<file path="src/rtl/sird_pkg.sv">
// Package for the signed integer to radix digits unit.
// Holds widths, character codes, register indexes, the sequencer states and
// the reciprocal table of the divider. Depends on nothing.
package sird_pkg;

	localparam int unsigned MAX_RADIX = 16;
	localparam int unsigned SYM_COUNT = 16;
	localparam int unsigned VALUE_W   = 32;
	localparam int unsigned CHAR_W    = 8;
	localparam int unsigned RADIX_W   = 5;
	localparam int unsigned DIGIT_W   = 4;
	localparam int unsigned COUNT_W   = 6;
	localparam int unsigned DEPTH     = 32;
	localparam int unsigned CFG_IDX_W = 2;
	localparam int unsigned CFG_DATA_W = 64;

	localparam logic [CHAR_W-1:0] CHAR_PLUS  = 8'h2B;
	localparam logic [CHAR_W-1:0] CHAR_MINUS = 8'h2D;
	localparam logic [CHAR_W-1:0] CHAR_SPACE = 8'd32;
	localparam logic [CHAR_W-1:0] CHAR_DEL   = 8'd127;

	typedef enum logic [CFG_IDX_W-1:0] {
		CFG_SYMBOLS_LOW  = 2'd0,
		CFG_SYMBOLS_HIGH = 2'd1,
		CFG_RADIX_LEN    = 2'd2
	} cfg_idx_t;

	typedef enum logic [2:0] {
		ST_IDLE,
		ST_MUL,
		ST_FIX,
		ST_SIGN,
		ST_EMIT
	} state_t;

	// floor(2^32 / r): the quotient estimate is exact or one short.
	function automatic logic [VALUE_W-1:0] recip(input logic [RADIX_W-1:0] r);
		logic [VALUE_W-1:0] m;
		unique case (r)
			5'd2:    m = 32'h8000_0000;
			5'd3:    m = 32'h5555_5555;
			5'd4:    m = 32'h4000_0000;
			5'd5:    m = 32'h3333_3333;
			5'd6:    m = 32'h2AAA_AAAA;
			5'd7:    m = 32'h2492_4924;
			5'd8:    m = 32'h2000_0000;
			5'd9:    m = 32'h1C71_C71C;
			5'd10:   m = 32'h1999_9999;
			5'd11:   m = 32'h1745_D174;
			5'd12:   m = 32'h1555_5555;
			5'd13:   m = 32'h13B1_3B13;
			5'd14:   m = 32'h1249_2492;
			5'd15:   m = 32'h1111_1111;
			5'd16:   m = 32'h1000_0000;
			default: m = '0;
		endcase
		return m;
	endfunction

endpackage

</file>
<file path="src/rtl/sird_if.sv">
// Valid/ready channel interfaces of the signed integer to radix digits unit:
// operand, result and configuration write channels.
// Depends on sird_pkg for the payload widths.
interface sird_in_if import sird_pkg::*; ();
	logic                      valid;
	logic                      ready;
	logic signed [VALUE_W-1:0] value;

	modport source (output valid, output value, input ready);
	modport sink   (input valid, input value, output ready);
endinterface

interface sird_out_if import sird_pkg::*; ();
	logic              valid;
	logic              ready;
	logic [CHAR_W-1:0] character;
	logic              last;

	modport source (output valid, output character, output last, input ready);
	modport sink   (input valid, input character, input last, output ready);
endinterface

interface sird_cfg_if import sird_pkg::*; ();
	logic                  valid;
	logic                  ready;
	logic [CFG_IDX_W-1:0]  index;
	logic [CFG_DATA_W-1:0] data;

	modport source (output valid, output index, output data, input ready);
	modport sink   (input valid, input index, input data, output ready);
endinterface

</file>
<file path="src/rtl/signed_int_to_radix_digits_unit.sv">
// Signed integer to radix digits unit: top level.
// Converts a signed 32-bit operand into alphabet characters, most significant first.
// Depends on sird_pkg and the channel interfaces in sird_if.sv.
//
// Usage notes.
// The configuration channel is always ready. Index 0 writes symbols 0 to 7, index 1
// writes symbols 8 to 15 (symbol 0 or 8 in the low byte), index 2 writes the radix
// length. The user must make writes only while the unit is idle; the unit does not
// enforce this. The alphabet is checked on every operand; an invalid alphabet gives
// no characters at all. The operand channel takes one beat whenever the unit is idle.
// Each digit then goes through the shared divider: first the 32 by 32 reciprocal
// multiply, then the remainder and quotient correction. All digits of a value are
// divided out before its first character is loaded into the output register; the
// characters then leave one per cycle while the receiver is ready, an optional minus
// sign first.
// The result channel is driven from a register; a stalled receiver holds the
// current character and pauses the read-out. The unit is ready for the next operand
// as soon as the final character, marked by last, sits in the output register.
// Reset clears the configuration registers, the sequencer and the output valid.
module signed_int_to_radix_digits_unit import sird_pkg::*; (
	input  logic        clk,
	input  logic        arst_n,
	sird_cfg_if.sink    cfg,
	sird_in_if.sink     operand,
	sird_out_if.source  result
);

	// Configuration registers.
	logic [CFG_DATA_W-1:0] symbols_low_q;
	logic [CFG_DATA_W-1:0] symbols_high_q;
	logic [RADIX_W-1:0]    radix_len_q;

	// Sequencer and datapath registers.
	state_t               state_q, state_d;
	logic [COUNT_W-1:0]   nd_q;
	logic                 neg_q;
	logic [VALUE_W-1:0]   mag_q;
	logic [2*VALUE_W-1:0] prod_q;
	logic [DIGIT_W-1:0]   digits_q [DEPTH];
	logic                 ok_q;

	// Output register.
	logic              res_valid_q;
	logic [CHAR_W-1:0] res_char_q;
	logic              res_last_q;

	// Combinational signals.
	logic [CHAR_W-1:0]      sym [SYM_COUNT];
	logic                   ok_d;
	logic [VALUE_W-1:0]     raw;
	logic [VALUE_W-1:0]     q_est;
	logic [10:0]            qr_low;
	logic [5:0]             rem0;
	logic                   over;
	logic [5:0]             digit_d;
	logic [VALUE_W-1:0]     q_fix;
	logic                   load_ok;
	logic [COUNT_W-1:0]     rd_cnt;
	logic [$clog2(DEPTH)-1:0] rd_idx;
	logic                   ld;
	logic [CHAR_W-1:0]      ld_char;
	logic                   ld_last;
	logic                   accept;

	assign cfg.ready     = 1'b1;
	assign operand.ready = (state_q == ST_IDLE);
	assign accept        = operand.valid && operand.ready;

	assign result.valid     = res_valid_q;
	assign result.character = res_char_q;
	assign result.last      = res_last_q;

	// The alphabet as sixteen bytes.
	always_comb begin
		for (int i = 0; i < SYM_COUNT; i++) begin
			sym[i] = (i < 8) ? symbols_low_q[(i % 8) * CHAR_W +: CHAR_W]
			                 : symbols_high_q[(i % 8) * CHAR_W +: CHAR_W];
		end
	end

	// Alphabet check: every symbol in use must be printable, not a sign and unique.
	// The result is registered; the user must not move the configuration while an operand
	// is in flight, unenforced, so the flag is current by the first correction cycle.
	always_comb begin
		ok_d = (radix_len_q >= RADIX_W'(2)) && (radix_len_q <= RADIX_W'(MAX_RADIX));
		for (int i = 0; i < SYM_COUNT; i++) begin
			if (RADIX_W'(i) < radix_len_q) begin
				if (sym[i] <= CHAR_SPACE || sym[i] >= CHAR_DEL ||
				    sym[i] == CHAR_PLUS || sym[i] == CHAR_MINUS) begin
					ok_d = 1'b0;
				end
				for (int j = i + 1; j < SYM_COUNT; j++) begin
					if (RADIX_W'(j) < radix_len_q && sym[j] == sym[i]) begin
						ok_d = 1'b0;
					end
				end
			end
		end
	end

	// Quotient correction. The estimate from the reciprocal is at most one short,
	// so the true remainder lies below twice the radix and six bits of the
	// subtraction are enough.
	assign raw     = VALUE_W'(operand.value);
	assign q_est   = prod_q[2*VALUE_W-1:VALUE_W];
	assign qr_low  = q_est[5:0] * radix_len_q;
	assign rem0    = mag_q[5:0] - qr_low[5:0];
	assign over    = (rem0 >= 6'(radix_len_q));
	assign digit_d = over ? (rem0 - 6'(radix_len_q)) : rem0;
	assign q_fix   = q_est + VALUE_W'(over);

	// Read-out walks the digit stack downwards.
	assign load_ok = !res_valid_q || result.ready;
	assign rd_cnt  = nd_q - COUNT_W'(1);
	assign rd_idx  = rd_cnt[$clog2(DEPTH)-1:0];

	// Next state and output register load.
	always_comb begin
		state_d = state_q;
		ld      = 1'b0;
		ld_char = sym[digits_q[rd_idx]];
		ld_last = 1'b0;
		unique case (state_q)
			ST_IDLE: begin
				if (operand.valid) begin
					state_d = ST_MUL;
				end
			end
			ST_MUL: begin
				state_d = ST_FIX;
			end
			ST_FIX: begin
				if (!ok_q) begin
					state_d = ST_IDLE;
				end else if (q_fix != '0 && nd_q < COUNT_W'(DEPTH - 1)) begin
					state_d = ST_MUL;
				end else if (neg_q) begin
					state_d = ST_SIGN;
				end else begin
					state_d = ST_EMIT;
				end
			end
			ST_SIGN: begin
				if (load_ok) begin
					ld      = 1'b1;
					ld_char = CHAR_MINUS;
					state_d = ST_EMIT;
				end
			end
			ST_EMIT: begin
				if (load_ok) begin
					ld      = 1'b1;
					ld_last = (nd_q == COUNT_W'(1));
					if (nd_q == COUNT_W'(1)) begin
						state_d = ST_IDLE;
					end
				end
			end
			default: begin
				state_d = ST_IDLE;
			end
		endcase
	end

	// Control registers.
	always_ff @(posedge clk or negedge arst_n) begin
		if (!arst_n) begin
			state_q        <= ST_IDLE;
			nd_q           <= '0;
			res_valid_q    <= 1'b0;
			ok_q           <= 1'b0;
			symbols_low_q  <= '0;
			symbols_high_q <= '0;
			radix_len_q    <= '0;
		end else begin
			state_q <= state_d;
			ok_q    <= ok_d;
			if (accept) begin
				nd_q <= '0;
			end else if (state_q == ST_FIX && ok_q) begin
				nd_q <= nd_q + COUNT_W'(1);
			end else if (state_q == ST_EMIT && ld) begin
				nd_q <= rd_cnt;
			end
			if (ld) begin
				res_valid_q <= 1'b1;
			end else if (result.ready) begin
				res_valid_q <= 1'b0;
			end
			if (cfg.valid) begin
				unique case (cfg_idx_t'(cfg.index))
					CFG_SYMBOLS_LOW:  symbols_low_q  <= cfg.data;
					CFG_SYMBOLS_HIGH: symbols_high_q <= cfg.data;
					CFG_RADIX_LEN:    radix_len_q    <= cfg.data[RADIX_W-1:0];
					default: ;
				endcase
			end
		end
	end

	// Datapath registers and the digit stack.
	always_ff @(posedge clk) begin
		if (accept) begin
			neg_q <= raw[VALUE_W-1];
			mag_q <= raw[VALUE_W-1] ? (VALUE_W'(0) - raw) : raw;
		end else if (state_q == ST_FIX && ok_q) begin
			mag_q <= q_fix;
		end
		if (state_q == ST_MUL) begin
			prod_q <= mag_q * recip(radix_len_q);
		end
		if (state_q == ST_FIX && ok_q) begin
			digits_q[nd_q[$clog2(DEPTH)-1:0]] <= digit_d[DIGIT_W-1:0];
		end
		if (ld) begin
			res_char_q <= ld_char;
			res_last_q <= ld_last;
		end
	end

	// An accepted operand starts a fresh division with an empty digit stack.
	assert property (@(posedge clk) disable iff (!arst_n)
		accept |=> (state_q == ST_MUL && nd_q == '0))
		else $error("operand accept did not start the divider");

	// The corrected remainder is a proper digit of the radix.
	assert property (@(posedge clk) disable iff (!arst_n)
		(state_q == ST_FIX && ok_q) |-> (digit_d < 6'(radix_len_q)))
		else $error("divider remainder not below radix");

	// Loading the final character frees the unit for the next operand.
	assert property (@(posedge clk) disable iff (!arst_n)
		(ld && ld_last) |=> (state_q == ST_IDLE && res_valid_q && res_last_q))
		else $error("final character did not return the unit to idle");

	// The digit count never passes the stack depth.
	assert property (@(posedge clk) disable iff (!arst_n)
		(state_q == ST_FIX) |-> (nd_q < COUNT_W'(DEPTH)))
		else $error("digit stack overflow");

endmodule

</file>
<file path="src/flat_wrapper.sv">
// flat-port wrapper written by rule: the top's interface ports become plain ports
module signed_int_to_radix_digits_unit_flat import sird_pkg::*;
  (clk, arst_n, cfg_valid, cfg_index, cfg_data, cfg_ready, operand_valid, operand_value, operand_ready, result_valid, result_character, result_last, result_ready);
  sird_cfg_if cfg_i ();
  sird_in_if operand_i ();
  sird_out_if result_i ();
  input  logic clk;
  input  logic arst_n;
  input wire logic [$bits(cfg_i.valid)-1:0] cfg_valid;
  input wire logic [$bits(cfg_i.index)-1:0] cfg_index;
  input wire logic [$bits(cfg_i.data)-1:0] cfg_data;
  output wire logic [$bits(cfg_i.ready)-1:0] cfg_ready;
  input wire logic [$bits(operand_i.valid)-1:0] operand_valid;
  input wire logic [$bits(operand_i.value)-1:0] operand_value;
  output wire logic [$bits(operand_i.ready)-1:0] operand_ready;
  output wire logic [$bits(result_i.valid)-1:0] result_valid;
  output wire logic [$bits(result_i.character)-1:0] result_character;
  output wire logic [$bits(result_i.last)-1:0] result_last;
  input wire logic [$bits(result_i.ready)-1:0] result_ready;
  assign cfg_i.valid = cfg_valid;
  assign cfg_i.index = cfg_index;
  assign cfg_i.data = cfg_data;
  assign cfg_ready = cfg_i.ready;
  assign operand_i.valid = operand_valid;
  assign operand_i.value = operand_value;
  assign operand_ready = operand_i.ready;
  assign result_valid = result_i.valid;
  assign result_character = result_i.character;
  assign result_last = result_i.last;
  assign result_i.ready = result_ready;
  signed_int_to_radix_digits_unit u_core (.clk(clk), .arst_n(arst_n), .cfg(cfg_i), .operand(operand_i), .result(result_i));
endmodule
</file>
<file path="config.mk">
export PLATFORM = sky130hd
export DESIGN_NAME = signed_int_to_radix_digits_unit_flat
export DESIGN_NICKNAME = d
export VERILOG_FILES = /design/src/rtl/sird_pkg.sv /design/src/rtl/sird_if.sv /design/src/rtl/signed_int_to_radix_digits_unit.sv /design/src/flat_wrapper.sv
export SDC_FILE = /design/constraint.sdc
export NUM_CORES = 2
export LEC_CHECK = 0
export ABC_AREA = 1
export BUFFER_PORTS_ARGS = -buffer_cell sky130_fd_sc_hd__buf_2
export CAP_MARGIN = 25
export CORE_UTILIZATION = 30
export CTS_CLUSTER_DIAMETER = 200
export DETAILED_ROUTE_END_ITERATION = 8
export GPL_TIMING_DRIVEN = 1
export PLACE_DENSITY = 0.49
export RECOVER_POWER = 100
export SETUP_SLACK_MARGIN = 0.15
export SKIP_CTS_REPAIR_TIMING = 1
export SLEW_MARGIN = 20
export SYNTH_ARGS = -nofsm -noshare
export SYNTH_HDL_FRONTEND = slang
export SYNTH_SLANG_ARGS = --single-unit
export TNS_END_PERCENT = 30
</file>
<file path="constraint.sdc">
create_clock -name clk -period 12.1 [get_ports clk]
set_clock_uncertainty 0.15 [all_clocks]
set_input_delay 2.42 -clock clk [delete_from_list [all_inputs] [get_ports clk]]
set_output_delay 2.42 -clock clk [all_outputs]
set_load 0.005 [all_outputs]
</file>
==> qor.txt <==
Dominant cells by area after synthesis -> fa_1 (29%), nand2_1 (12%), edfxtp_1 (9.6%), inv_1 (8.1%), dfrtp_1 (5.7%)
Hold slack -> 0.3678 ns
Hold WC Path Type -> flip-flop to flip-flop
Via count -> 61370
Clock transition at path regs -> 0.06 ns
Largest area contributor in the netlist -> fa_1
Initial DRC count -> 8196
Status -> finished, violations left
Maxcap violations -> 15
Root buffer cell -> clkbuf_16
Worst-path fanout max -> 16
RSZ-0062 raised after global routing -> no
Post-Layout Cell Count -> 11220
Yosys Warn Count -> 0
Total GRT Usage -> 0.2933
Register area share after synthesis -> 0.1528
Routability cong. -> 1.065
Slew margin rel. -> -2.263
Mapped cell area -> 63260 um^2
Antenna-violating nets left -> 0
# port buffers -> 113
Number of flops mapped to enable cells by yosys -> 202
Multi-input gate area in the final layout -> 45980 um^2
Distinct cells, synth -> 56
Required time of the critical path -> 12.31 ns
Die ar. -> 212700 um^2
Final wirelength -> 316.9 mm
IO Count -> 115
Vias per inst -> 5.471
Rows -> 168
Drt drc -> 0
DR WL/cell -> 28.25 um
FF+latch count, synth -> 346
Starting Density -> 0.3019
Most frequent cell after synthesis -> nand2_1
Vias in the first global route -> 60200
Longest Clk Path Bufs -> 3
Crit start category -> flip-flop
Max stage delay on crit path -> 0.79 ns
Minimum clock period -> 10.79 ns
Nets@finish -> 9670
Total grt overflow -> 0
Grt met2 use -> 0.4389
Ys flop type -> edfxtp_1
Final Hold Viols -> 0
Fmax -> 0.09267 GHz
Die Y -> 461.2 um
Area growth syn-to-layout -> 7.590%
Asr flop ratio synth -> 0.4162
Crit end category -> flip-flop
H-tree depth -> 2
TritonRoute pass-1 iters -> 9
Post-Route Utilization -> 0.3248
Worst-Margin Slew -> 4.895 ns
Failing checks -> capacitance limit, slew limit
FILL cells -> 22700
Largest net degree at the start of global routing -> 89
DPL Wire Length -> 231.8 mm
Final Cycle Share -> 0.8918
Avg Inst Size Synth -> 7.438 um^2
Setup violators final -> 0
TritonCTS clock tree -> done
Mapped Nets -> 9797
Dpl cells -> 11140
Core Region -> 209600 um^2
Met3 usage -> 0.07428
DIE WIDTH -> 461.2 um
First-pass GRT wire length -> 445.5 mm
CP arrival -> 11.00 ns
Clock buffer count from CTS -> 39
Synth cell count leaders -> nand2_1 (2000), inv_1 (1373), fa_1 (903)
Met1 Usage GRT -> 0.3828
Register area -> 9671 um^2
Sink Count -> 346
Share of cells above drive strength 1 -> 0.05055
Initial antenna violation count -> 4
Clk Latency, worst-skew pair -> 0.65 ns
CP max-delay cell -> inv_1
Mapped Cells -> 8505
Setup TNS -> 0 ns
Most Frequent Cell on Critical Path -> inv_1
Crit Path Class -> flip-flop to flip-flop
Max-slew violations -> 808
Top cell type's share of synthesized area -> 0.2857
Gr busiest metal -> met2
==> routing by layer <==
metal / wire [um] / share of wire
met1: 126700 / 0.40
met2: 133800 / 0.42
met3: 34280 / 0.11
met4: 22030 / 0.070
met5: 14 / 0.000044
==> layout make-up <==
cell class | count | area share
multi-input combinational | 6199 | 0.6755
sequential | 346 | 0.1421
inverter | 1445 | 0.07970
tap | 2805 | 0.05156
timing repair buffer | 347 | 0.03347
clock buffer | 51 | 0.01515
clock inverter | 19 | 0.002408
antenna | 4 | 0.0001471
==> stage by stage <==
stage | worst slack [ns] | cell area, um^2
final | 1.309 | 68070
after global placement | 1.855 | 66940
after CTS | 1.635 | 68180
after detailed placement | 1.707 | 66990
after global routing | 0.8328 | 68060
after floorplan | 3.699 | 63260
==> worst max-delay path, delay by kind of cell (launching register included) <==
family / cells / cell delay (ns)
fa+ha+maj: 10 / 4.57
simple gates: 11 / 1.26
flops: 1 / 0.70
compound gates: 2 / 0.92
buf+inv: 13 / 2.85
==> cells by family after synthesis <==
logic type | share of synthesized area
buffers and inverters | 0.1208
other | 0.00005928
adder cells (fa/ha/maj) | 0.3423
AO/OA/AOI/OAI | 0.06260
AND/OR/NAND/NOR | 0.2479
flip-flops | 0.1528
XOR/XNOR | 0.07345
==> worst paths after layout <==
path | start | endpoint | slack, ns | depth (start not counted)
max in group asynchronous | arst_n | u_core.nd_q[0] | 3.27 | 2
min in group asynchronous | arst_n | u_core.symbols_high_q[32] | 3.41 | 1
max | u_core.radix_len_q[0] | u_core.prod_q[59] | 1.31 | 36
min | u_core.nd_q[5] | u_core.nd_q[5] | 0.37 | 1
min reg2reg | u_core.nd_q[5] | u_core.nd_q[5] | 0.37 | 1
max reg2reg | u_core.radix_len_q[0] | u_core.prod_q[59] | 1.31 | 36
==> placed cells by master (no fill, tap or decap), drive strengths merged, types with 76 or more instances in the layout <==
master  count
a21oi     222
buf       322
clkbuf     76
dfrtp     144
edfxtp    202
fa        903
ha        286
inv      1390
nand2    2006
nand3     438
nand4     238
nor2      864
nor3      163
o21ai     328
xnor2     198
xor2      327
==> sequential cells by signal (all words and copies together), names as in the netlist <==
| signal | count |
|---|---|
| u_core.result.last | 1 |
| u_core.mag_q | 32 |
| u_core.symbols_low_q | 64 |
| u_core.digits_q | 128 |
| u_core.prod_q | 32 |
| u_core.nd_q | 6 |
| u_core.state_q | 3 |
| u_core.radix_len_q | 5 |
| u_core.result.valid | 1 |
| u_core.neg_q | 1 |
| u_core.result.character | 8 |
| u_core.ok_q | 1 |
| u_core.symbols_high_q | 64 |
Power is left out: the tool's default activity adds up to more than one toggle a clock period on the data nets, which glitch-free logic cannot reach.
